===== config.mk =====
export PLATFORM = sky130hd
export DESIGN_NAME = integer_to_ascii_digits_core
export DESIGN_NICKNAME = d
export VERILOG_FILES = /design/src/hw/rtl/i2a_pkg.sv /design/src/hw/rtl/i2a_dabble.sv /design/src/hw/rtl/integer_to_ascii_digits_core.sv
export SDC_FILE = /design/constraint.sdc
export NUM_CORES = 1
export LEC_CHECK = 0
export ABC_AREA = 1
export BUFFER_PORTS_ARGS = -buffer_cell sky130_fd_sc_hd__buf_2
export CORE_AREA = 2 2 148 150
export DETAILED_ROUTE_END_ITERATION = 8
export DIE_AREA = 0 0 150 152
export SYNTH_ARGS = -nofsm -noshare
export SYNTH_HDL_FRONTEND = slang
export SYNTH_HIERARCHICAL = 1
export SYNTH_SLANG_ARGS = --single-unit

===== constraint.sdc =====
create_clock -name clk -period 15.9 [get_ports clk]
set_input_delay 1.59 -clock clk [delete_from_list [all_inputs] [get_ports clk]]
set_output_delay 1.59 -clock clk [all_outputs]
set_load 0.1 [all_outputs]

===== src/hw/rtl/i2a_pkg.sv =====
`timescale 1ns / 1ps

package i2a_pkg;

  // Format selector codes.
  localparam logic [2:0] CMD_SDEC32 = 3'd0;
  localparam logic [2:0] CMD_UDEC32 = 3'd1;
  localparam logic [2:0] CMD_HEX64L = 3'd2;
  localparam logic [2:0] CMD_HEX32L = 3'd3;
  localparam logic [2:0] CMD_HEX32U = 3'd4;

  // Binary width converted to decimal, and the BCD width that holds the result.
  localparam int BIN_W   = 32;
  localparam int BCD_DIG = 10;
  localparam int BCD_W   = 4 * BCD_DIG;
  localparam int CNT_W   = $clog2(BIN_W);

  // Index of the most significant digit position for each format.
  localparam logic [3:0] TOP_DEC   = 4'd9;
  localparam logic [3:0] TOP_HEX64 = 4'd15;
  localparam logic [3:0] TOP_HEX32 = 4'd7;

  localparam logic [7:0] CH_ZERO  = 8'h30;
  localparam logic [7:0] CH_MINUS = 8'h2d;
  localparam logic [7:0] CH_LA    = 8'h61;
  localparam logic [7:0] CH_UA    = 8'h41;

  typedef struct packed {
    logic start;
  } dab_ctl_t;

  typedef struct packed {
    logic busy;
    logic done;
  } dab_sts_t;

  function automatic logic [7:0] digit_char(input logic [3:0] d, input logic upper);
    logic [7:0] base;
    base = upper ? CH_UA : CH_LA;
    if (d < 4'd10) begin
      digit_char = CH_ZERO + {4'b0, d};
    end else begin
      digit_char = base + {4'b0, d} - 8'd10;
    end
  endfunction

endpackage


===== src/hw/rtl/i2a_dabble.sv =====
`timescale 1ns / 1ps

module i2a_dabble (
  input  logic                            clk,
  input  logic                            rst,
  input  i2a_pkg::dab_ctl_t               ctl,
  input  logic [i2a_pkg::BIN_W-1:0]       bin,
  output logic [i2a_pkg::BCD_W-1:0]       bcd,
  output i2a_pkg::dab_sts_t               sts
);
  import i2a_pkg::*;

  logic [BIN_W-1:0] shreg;
  logic [BCD_W-1:0] acc;
  logic [BCD_W-1:0] corr;
  logic [CNT_W-1:0] cnt;
  logic             busy;
  logic             done;

  // Add-3 correction on every BCD digit before the shift.
  always_comb begin
    for (int i = 0; i < BCD_DIG; i++) begin
      if (acc[4*i +: 4] >= 4'd5) begin
        corr[4*i +: 4] = acc[4*i +: 4] + 4'd3;
      end else begin
        corr[4*i +: 4] = acc[4*i +: 4];
      end
    end
  end

  always_ff @(posedge clk) begin
    if (rst) begin
      busy <= 1'b0;
      done <= 1'b0;
      cnt  <= '0;
    end else begin
      done <= !ctl.start && busy && (cnt == CNT_W'(BIN_W - 1));
      if (ctl.start) begin
        shreg <= bin;
        acc   <= '0;
        cnt   <= '0;
        busy  <= 1'b1;
      end else if (busy) begin
        acc   <= {corr[BCD_W-2:0], shreg[BIN_W-1]};
        shreg <= {shreg[BIN_W-2:0], 1'b0};
        cnt   <= cnt + CNT_W'(1);
        if (cnt == CNT_W'(BIN_W - 1)) begin
          busy <= 1'b0;
        end
      end
    end
  end

  assign bcd      = acc;
  assign sts.busy = busy;
  assign sts.done = done;

endmodule


===== src/hw/rtl/integer_to_ascii_digits_core.sv =====
`timescale 1ns / 1ps

// Channel   Signals                    Direction  Meaning
// input     in_valid, in_stall,        in / out   one number and its format per transaction
//           cmd[2:0], value[63:0]
// output    out_valid, out_stall,      out / in   one ASCII character per transaction
//           ch[7:0], last
//
// Decimal: the accept, the shift-add-3 passes over all 32 bits, collecting the digits,
// skipping leading zeros (up to 9) one at a time and leaving the skip, a sign character
// when negative, then the characters in order; hex skips the conversion.
// Reset is synchronous and returns the sequencer to idle with no character pending.
// An output stall holds the character register and pauses the emit sequence; the input
// is stalled for the whole time a number is being worked on.

module integer_to_ascii_digits_core (
  input  logic        clk,
  input  logic        rst,
  input  logic        in_valid,
  output logic        in_stall,
  input  logic [2:0]  cmd,
  input  logic [63:0] value,
  output logic        out_valid,
  input  logic        out_stall,
  output logic [7:0]  ch,
  output logic        last
);
  import i2a_pkg::*;

  localparam logic [2:0] ST_IDLE = 3'd0;
  localparam logic [2:0] ST_CONV = 3'd1;
  localparam logic [2:0] ST_SKIP = 3'd2;
  localparam logic [2:0] ST_SIGN = 3'd3;
  localparam logic [2:0] ST_EMIT = 3'd4;

  logic [2:0]       state;
  logic [63:0]      digs;
  logic [3:0]       ptr;
  logic             neg;
  logic             upper;

  logic             accept;
  logic             out_free;
  logic             ch_load;
  logic [3:0]       cur;
  logic [BIN_W-1:0] mag;
  logic [BCD_W-1:0] bcd;
  dab_ctl_t         dctl;
  dab_sts_t         dsts;

  assign in_stall = rst || (state != ST_IDLE);
  assign accept   = in_valid && !in_stall;
  // The character register can take a new character when empty or being drained.
  assign out_free = !out_valid || !out_stall;
  assign ch_load  = out_free && (state inside {ST_SIGN, ST_EMIT});
  assign cur      = digs[{ptr, 2'b00} +: 4];

  // Signed decimal converts the two's complement magnitude; the most negative value
  // maps onto itself, which is exactly 2147483648 as unsigned.
  assign mag = (cmd == CMD_SDEC32 && value[31]) ? (~value[31:0] + 32'd1) : value[31:0];

  assign dctl.start = accept && (cmd == CMD_SDEC32 || cmd == CMD_UDEC32);

  i2a_dabble u_dabble (
    .clk (clk),
    .rst (rst),
    .ctl (dctl),
    .bin (mag),
    .bcd (bcd),
    .sts (dsts)
  );

  // The character register is full after a load and empties once the receiver takes it.
  always_ff @(posedge clk) begin
    if (rst) begin
      out_valid <= 1'b0;
    end else if (ch_load) begin
      out_valid <= 1'b1;
    end else if (!out_stall) begin
      out_valid <= 1'b0;
    end
  end

  always_ff @(posedge clk) begin
    if (rst) begin
      state <= ST_IDLE;
    end else begin
      case (state)
        ST_IDLE: begin
          if (accept) begin
            upper <= (cmd == CMD_HEX32U);
            neg   <= (cmd == CMD_SDEC32) && value[31];
            case (cmd)
              CMD_SDEC32: begin
                ptr   <= TOP_DEC;
                state <= ST_CONV;
              end
              CMD_UDEC32: begin
                ptr   <= TOP_DEC;
                state <= ST_CONV;
              end
              CMD_HEX64L: begin
                digs  <= value;
                ptr   <= TOP_HEX64;
                state <= ST_SKIP;
              end
              CMD_HEX32L: begin
                digs  <= {32'b0, value[31:0]};
                ptr   <= TOP_HEX32;
                state <= ST_SKIP;
              end
              CMD_HEX32U: begin
                digs  <= {32'b0, value[31:0]};
                ptr   <= TOP_HEX32;
                state <= ST_SKIP;
              end
              default: begin
                // Unused selectors are taken and dropped without any character.
                state <= ST_IDLE;
              end
            endcase
          end
        end
        ST_CONV: begin
          // Wait for the shared shift-add-3 unit to finish its passes.
          if (dsts.done && !dsts.busy) begin
            digs  <= {{(64 - BCD_W){1'b0}}, bcd};
            state <= ST_SKIP;
          end
        end
        ST_SKIP: begin
          // Walk down past leading zeros, keeping the units digit so zero prints as '0'.
          if (ptr != 4'd0 && cur == 4'd0) begin
            ptr <= ptr - 4'd1;
          end else begin
            state <= neg ? ST_SIGN : ST_EMIT;
          end
        end
        ST_SIGN: begin
          if (out_free) begin
            ch    <= CH_MINUS;
            last  <= 1'b0;
            state <= ST_EMIT;
          end
        end
        ST_EMIT: begin
          if (out_free) begin
            ch   <= digit_char(cur, upper);
            last <= (ptr == 4'd0);
            if (ptr == 4'd0) begin
              state <= ST_IDLE;
            end else begin
              ptr <= ptr - 4'd1;
            end
          end
        end
        default: begin
          state <= ST_IDLE;
        end
      endcase
    end
  end

endmodule


==> results of run 1 <==
-- cells by family after synthesis --
kind of cell	share of synthesized area [%]
XOR/XNOR	2.89
AND/OR/NAND/NOR	28.3
other	0.0399
flip-flops	50.3
adder cells (fa/ha/maj)	3.46
AO/OA/AOI/OAI	6.26
buffers and inverters	8.77
-- layout make-up --
cell class / instances / area (µm²)
fillers: 2109 / 10800
flip-flops and latches: 161 / 4720
multi-input cells: 806 / 3880
inverters: 167 / 627
repair buffers: 86 / 445
clock buffers: 18 / 429
well taps: 280 / 350
clock inverters: 14 / 95.1
-- synth_stat cells, types with 3 or more instances --
library cell	count	area [µm²]
nand2_1	365	1370
inv_1	161	604
edfxtp_1	150	4500
nor2_1	143	537
nand3_1	61	305
o21ai_0	59	295
a21oi_1	38	190
xor2_1	30	263
ha_1	26	325
nor3_1	24	120
nand4_1	22	138
buf_2	20	100
clkbuf_1	11	41.3
dfxtp_1	11	220
nor2_2	7	43.8
inv_2	5	18.8
o211ai_1	5	37.5
buf_4	3	22.5
buf_6	3	33.8
or2_2	3	18.8
-- per-layer routing --
layer	up-vias	share of wire, %	GRT usage [%]
met5	-	0	0
met1	3514	44	24.8
met4	0	2.1	6.51
met3	31	4.7	3.09
li1	3895	-	-
met2	181	49	33.6
-- state kept, by name, summed over array words and instances (netlist names) --
register and cells:
digs 64, u_dabble/bcd 40, u_dabble/shreg 32, ch 7
u_dabble/cnt 5, ptr 4, state 3, last 1
neg 1, out_valid 1, u_dabble/busy 1, u_dabble/done 1
upper 1
-- worst min-delay path by stage --
| stage | startpoint | endpoint | depth (start not counted) |
|---|---|---|---|
| CTS | u_dabble/cnt[4] | u_dabble/cnt[4] | 2 |
| global placement | u_dabble/cnt[4] | u_dabble/cnt[4] | 2 |
| finish | u_dabble/cnt[4] | u_dabble/cnt[4] | 2 |
| global route | u_dabble/cnt[4] | u_dabble/cnt[4] | 2 |
| floorplan | u_dabble/cnt[4] | u_dabble/cnt[4] | 2 |
| detailed placement | u_dabble/cnt[1] | u_dabble/cnt[1] | 2 |
-- worst max-delay path: stages --
cell     delay [ns]
buf_2          0.15
inv_1          0.11
nand2_1        0.11
buf_2          0.44
-- power breakdown --
group	leakage, nW	switching [mW]	total (mW)	internal (mW)
clock network	0.243	0.172	0.371	0.198
registers	1.45	0.0313	0.561	0.530
logic	3.05	0.241	0.338	0.0964
-- stage by stage --
step	hold WS, ns	cell area (µm²)	std cells	total power [mW]
3_3_place_gp	0.459	10000	1500	0.906
6_report	0.482	10600	1532	1.27
3_5_place_dp	0.473	10000	1500	0.908
4_1_cts	0.484	10600	1532	1.28
5_1_grt	0.506	10600	1532	1.34
2_1_floorplan	0.442	9400	1171	0.822
==> flow_metrics.env, run 1 <==
export IMPL_yosysWarnings=6
export IMPL_io_pins=82
export IMPL_drt_pass1_iter_count=5
export IMPL_required_ns=14.31
export IMPL_tightest_slew_ns=0.967
export IMPL_num_rows=54
export IMPL_criticalPathCategory="in -> out"
export IMPL_synth_area_um2=9400
export IMPL_cts_resized=0
export IMPL_maxCapViolations=0
export IMPL_place_congestion=0.861
export IMPL_final_util_pct=49.4
export IMPL_ff2ff_path_depth=14
export IMPL_hpwlAfterDp_mm=15.3
export IMPL_overflow=0
export IMPL_status="finished clean"
export IMPL_syn_nets=1268
export IMPL_arrival_ns=2.42
export IMPL_dieArea_um2=22800
export IMPL_cts_buffer_depth=2
export IMPL_clk_pin_slew_ns=0.06
export IMPL_critPathLaunchType="input pin"
export IMPL_nNetsFinal=1336
export IMPL_fin_skew_ns=0.0102
export IMPL_ys_seq_elements=161
export IMPL_die_x_um=150
export IMPL_portBuffers=80
export IMPL_reg2reg_to="ptr[3]"
export IMPL_synth_main_ff_cell="edfxtp_1"
export IMPL_regToRegStartpoint="ptr[0]"
export IMPL_hp_class="reg -> reg"
export IMPL_seq_area_frac_synth_pct=50.3
export IMPL_final_layout_size_suffix_gt1_share_pct=11.3
export IMPL_rsz0062_at_grt="no"
export IMPL_min_period_ns=4.01
export IMPL_netlist_instances=1171
export IMPL_synth_edff_count=150
export IMPL_cts_tree="yes"
export IMPL_start_util_pct=44.0
export IMPL_numCtsBuffers=17
export IMPL_grt_total_usage_pct=19.5
export IMPL_crit_end="in_stall"
export IMPL_drt_total_wl_mm=21.7
export IMPL_vias=7621
export IMPL_drc_errors=0
export IMPL_fmax_mhz=250
export IMPL_mostFrequentLayoutCell="nand2_1"
export IMPL_async_flop_share_pct=0
export IMPL_irDropWorstVdd_mv=0.0805
export IMPL_die_h_um=152
export IMPL_ant_nets=0
export IMPL_grt_pass1_vias=7307
export IMPL_endpoint_kind="output port"
export IMPL_diodes=0
export IMPL_wire_per_inst_um=14.2
export IMPL_hold_viol=0
export IMPL_root_buffer="clkbuf_16"
export IMPL_via_per_inst=4.97
export IMPL_clk_latency_ns=0.43
export IMPL_preCtsSetupSlack_ns=11.65
export IMPL_avgSynthCellArea_um2=8.03
export IMPL_setup_ws_ns=11.89
export IMPL_p_per_area_nw_per_um2=120
export IMPL_cts_max_level=4
export IMPL_drtIter0Drc=462
export IMPL_area_growth_pct=12.3
export IMPL_coreArea_um2=21400
export IMPL_cp_max_fo=5
export IMPL_antenna_found_initial=0
export IMPL_max_slew_margin_rel_pct=35.5
export IMPL_post_cts_buffers=0
export IMPL_grt_max_degree=74
export IMPL_layout_common_cells="nand2_1, inv_1, edfxtp_1"
export IMPL_synth_distinct_cells=39
export IMPL_p_leak_nw=4.75
export IMPL_grt_pass1_wl_mm=35.2
export IMPL_clock_sinks=161
export IMPL_rrSetupSlack_ns=12.41
export IMPL_fin_crit_sh_pct=25.2
export IMPL_slew_viol_final=0
export IMPL_setup_tns_final_ns=0
export IMPL_cts_hold_repair_buffers=0
export IMPL_startpoint="rst"
export IMPL_setup_viol_count_final=0
No activity file was read; power rests on OpenSTA's default activity.
==> run 2, diff against run 1 <==
--- a/config.mk
+++ b/config.mk
@@ -5,11 +5,11 @@
 export SDC_FILE = /design/constraint.sdc
 export NUM_CORES = 1
 export LEC_CHECK = 0
-export ABC_AREA = 1
+export ABC_AREA = 0
 export BUFFER_PORTS_ARGS = -buffer_cell sky130_fd_sc_hd__buf_2
-export CORE_AREA = 2 2 148 150
+export CORE_AREA = 2 2 144 146
 export DETAILED_ROUTE_END_ITERATION = 8
-export DIE_AREA = 0 0 150 152
+export DIE_AREA = 0 0 146 148
 export SYNTH_ARGS = -nofsm -noshare
 export SYNTH_HDL_FRONTEND = slang
 export SYNTH_HIERARCHICAL = 1
==> constraint.sdc (replaced) <==
create_clock -name clk -period 3.6 [get_ports clk]
set_input_delay 0.36 -clock clk [delete_from_list [all_inputs] [get_ports clk]]
set_output_delay 0.36 -clock clk [all_outputs]
set_load 0.1 [all_outputs]
==> run 2 against run 1 <==
Net effect:
- clock-buffer cell count unchanged
- first-iteration DRC count down 7.4%
- critical path depth up 4
- critical path type is now reg -> reg
- critical endpoint is now ptr[1]
- largest cell class unchanged
- largest power group unchanged
- highest routed layer unchanged
==> flow_metrics.env, run 2 <==
export IMPL_syn_nets=904
export IMPL_grt_max_degree=94
export IMPL_cts_buffer_depth=2
export IMPL_criticalPathCategory="reg -> reg"
export IMPL_setup_tns_final_ns=0
export IMPL_avgSynthCellArea_um2=11.0
export IMPL_clk_latency_ns=0.43
export IMPL_grt_pass1_vias=5856
export IMPL_nNetsFinal=981
export IMPL_setup_ws_ns=0.739
export IMPL_arrival_ns=2.98
export IMPL_post_cts_buffers=0
export IMPL_p_leak_nw=3.96
export IMPL_synth_top_area_cell="edfxtp_1"
export IMPL_synth_main_ff_cell="edfxtp_1"
export IMPL_slew_viol_final=0
export IMPL_critPathLaunchType="register"
export IMPL_startpoint="ptr[1]"
export IMPL_yosysWarnings=6
export IMPL_overflow=0
export IMPL_cts_max_level=4
export IMPL_diodes=0
export IMPL_irDropWorstVdd_mv=0.289
export IMPL_ys_seq_elements=161
export IMPL_ant_nets=0
export IMPL_vias=6080
export IMPL_die_x_um=146
export IMPL_critPathMaxStageDelay_ns=0.75
export IMPL_cts_hold_repair_buffers=0
export IMPL_hpwlAfterDp_mm=13.0
export IMPL_preCtsSetupSlack_ns=0.750
export IMPL_cts_resized=0
export IMPL_regToRegStartpoint="ptr[1]"
export IMPL_netlist_area_leader_share_pct=50.7
export IMPL_seq_area_frac_synth_pct=53.2
export IMPL_reg2reg_to="ptr[1]"
export IMPL_netlist_instances=807
export IMPL_endpoint_kind="register"
export IMPL_rrSetupSlack_ns=0.74
export IMPL_clock_sinks=161
export IMPL_drt_pass1_iter_count=5
export IMPL_via_per_inst=5.21
export IMPL_grt_pass1_wl_mm=30.8
export IMPL_max_slew_margin_rel_pct=21.5
export IMPL_die_h_um=148
export IMPL_root_buffer="clkbuf_16"
export IMPL_min_period_ns=2.86
export IMPL_total_power_mw=4.30
export IMPL_mostFrequentLayoutCell="edfxtp_1"
export IMPL_crit_end="ptr[1]"
export IMPL_fin_skew_ns=0.0114
export IMPL_drt_total_wl_mm=19.2
export IMPL_grt_total_usage_pct=18.4
export IMPL_ff2ff_path_depth=8
export IMPL_crit_chain="mux4_2, mux2i_1, mux2_2, ha_1, nand3_1, nor3_1, buf_4, o31a_1"
export IMPL_cts_tree="yes"
export IMPL_io_pins=82
export IMPL_numCtsBuffers=17
export IMPL_cp_max_fo=14
export IMPL_synth_most_common_cell="edfxtp_1"
export IMPL_rsz0062_at_grt="no"
export IMPL_dieArea_um2=21600
export IMPL_crit_path_top_delay_cell="edfxtp_1"
export IMPL_start_util_pct=44.3
export IMPL_drc_errors=0
export IMPL_fmax_mhz=349
export IMPL_synthTopCellsByCount="edfxtp_1, nand2_1, nor2_1"
export IMPL_antenna_found_initial=0
export IMPL_drtIter0Drc=428
export IMPL_synth_edff_count=150
export IMPL_async_flop_share_pct=0
export IMPL_final_layout_size_suffix_gt1_share_pct=22.7
export IMPL_largest_reg_flops=64
export IMPL_portBuffers=80
export IMPL_synth_area_leaders="edfxtp_1, mux2_2, nand2_1, ha_1, mux4_2"
export IMPL_maxCapViolations=0
export IMPL_wire_per_inst_um=16.4
export IMPL_synth_area_um2=8880
export IMPL_hp_class="in -> reg"
export IMPL_synth_distinct_cells=60
export IMPL_hold_viol=0
export IMPL_area_growth_pct=14.7
export IMPL_fin_crit_sh_pct=79.5
export IMPL_top_register="digs"
export IMPL_fill_cells=1814
export IMPL_layout_common_cells="edfxtp_1, nand2_1, buf_2"
export IMPL_required_ns=3.72
export IMPL_clk_pin_slew_ns=0.07
export IMPL_setup_viol_count_final=0
export IMPL_p_per_area_nw_per_um2=422
export IMPL_num_rows=52
export IMPL_tightest_slew_ns=1.17
export IMPL_coreArea_um2=20000
export IMPL_place_congestion=0.792
export IMPL_status="finished clean"
## run 2: cell types whose count changed in the layout (fill, tap and decap cells not counted), sizes merged, moves of 19 or more
| cell | delta |
|---|---|
| nand2 | -227 |
| inv | -133 |
| nor2 | -73 |
| nand3 | -53 |
| mux2 | +51 |
| o21ai | -29 |
| and2 | +28 |
| nand4 | -19 |
## run 2: through the flow
| step | cell area (µm²) | hold slack (ns) | utilization (%) | cells |
|---|---|---|---|---|
| after floorplan | 8900 | 0.429 | - | 807 |
| after global placement | 9620 | 0.481 | 48.0 | 1135 |
| after detailed placement | 9620 | 0.493 | 48.0 | 1135 |
| after CTS | 10200 | 0.195 | 50.8 | 1167 |
| after global routing | 10200 | 0.192 | 50.8 | 1167 |
| final | 10200 | 0.205 | 50.8 | 1167 |
## run 2: kinds of logic after synthesis
family                   share of synthesized area, %
flip-flops                                       53.2
XOR/XNOR                                         4.24
AND/OR/NAND/NOR                                  16.5
multiplexers                                     11.5
adder cells (fa/ha/maj)                          3.66
buffers and inverters                            3.56
AO/OA/AOI/OAI                                    7.31
other                                          0.0422
## run 2: how the worst min path moves through the flow
stage,start,endpoint,slack (ns),cells after the start
3_5_place_dp,u_dabble/cnt[4],u_dabble/cnt[4],0.49,2
5_1_grt,value[43],digs[43],0.19,2
3_3_place_gp,u_dabble/cnt[4],u_dabble/cnt[4],0.48,2
4_1_cts,value[43],digs[43],0.20,2
2_1_floorplan,rst,out_valid,0.43,1
6_report,value[43],digs[43],0.20,2
## run 2: layer usage
| metal | track usage, % | up-vias | wire, µm |
|---|---|---|---|
| met2 | 29.4 | 150 | 9050 |
| met4 | 7.14 | 0 | 524 |
| met3 | 3.58 | 29 | 765 |
| met5 | 0 | - | 0 |
| met1 | 25.0 | 2886 | 8830 |
| li1 | - | 3015 | - |
## run 2: worst max-delay path, delay by kind of cell (launching register included)
family	cells	cell delay [ns]
AO/OA/AOI/OAI	1	0.24
adder cells (fa/ha/maj)	1	0.17
buffers and inverters	1	0.16
flip-flops	1	0.75
multiplexers	3	0.97
AND/OR/NAND/NOR	2	0.26
## run 2: cell type report
type | count | area, µm² | share of cell area [%]
clock inverters | 14 | 141 | 1.39
repair buffers | 95 | 563 | 5.53
flip-flops and latches | 161 | 4720 | 46.4
inverters | 34 | 128 | 1.25
clock buffers | 18 | 429 | 4.21
well taps | 270 | 338 | 3.32
multi-input cells | 575 | 3860 | 37.9
## run 2: power breakdown
part / total [mW] / internal, mW / switching (mW)
clock: 1.76 / 1.02 / 0.746
sequential: 2.14 / 2.11 / 0.0312
combinational: 0.397 / 0.164 / 0.233
total: 4.30 / 3.29 / 1.01
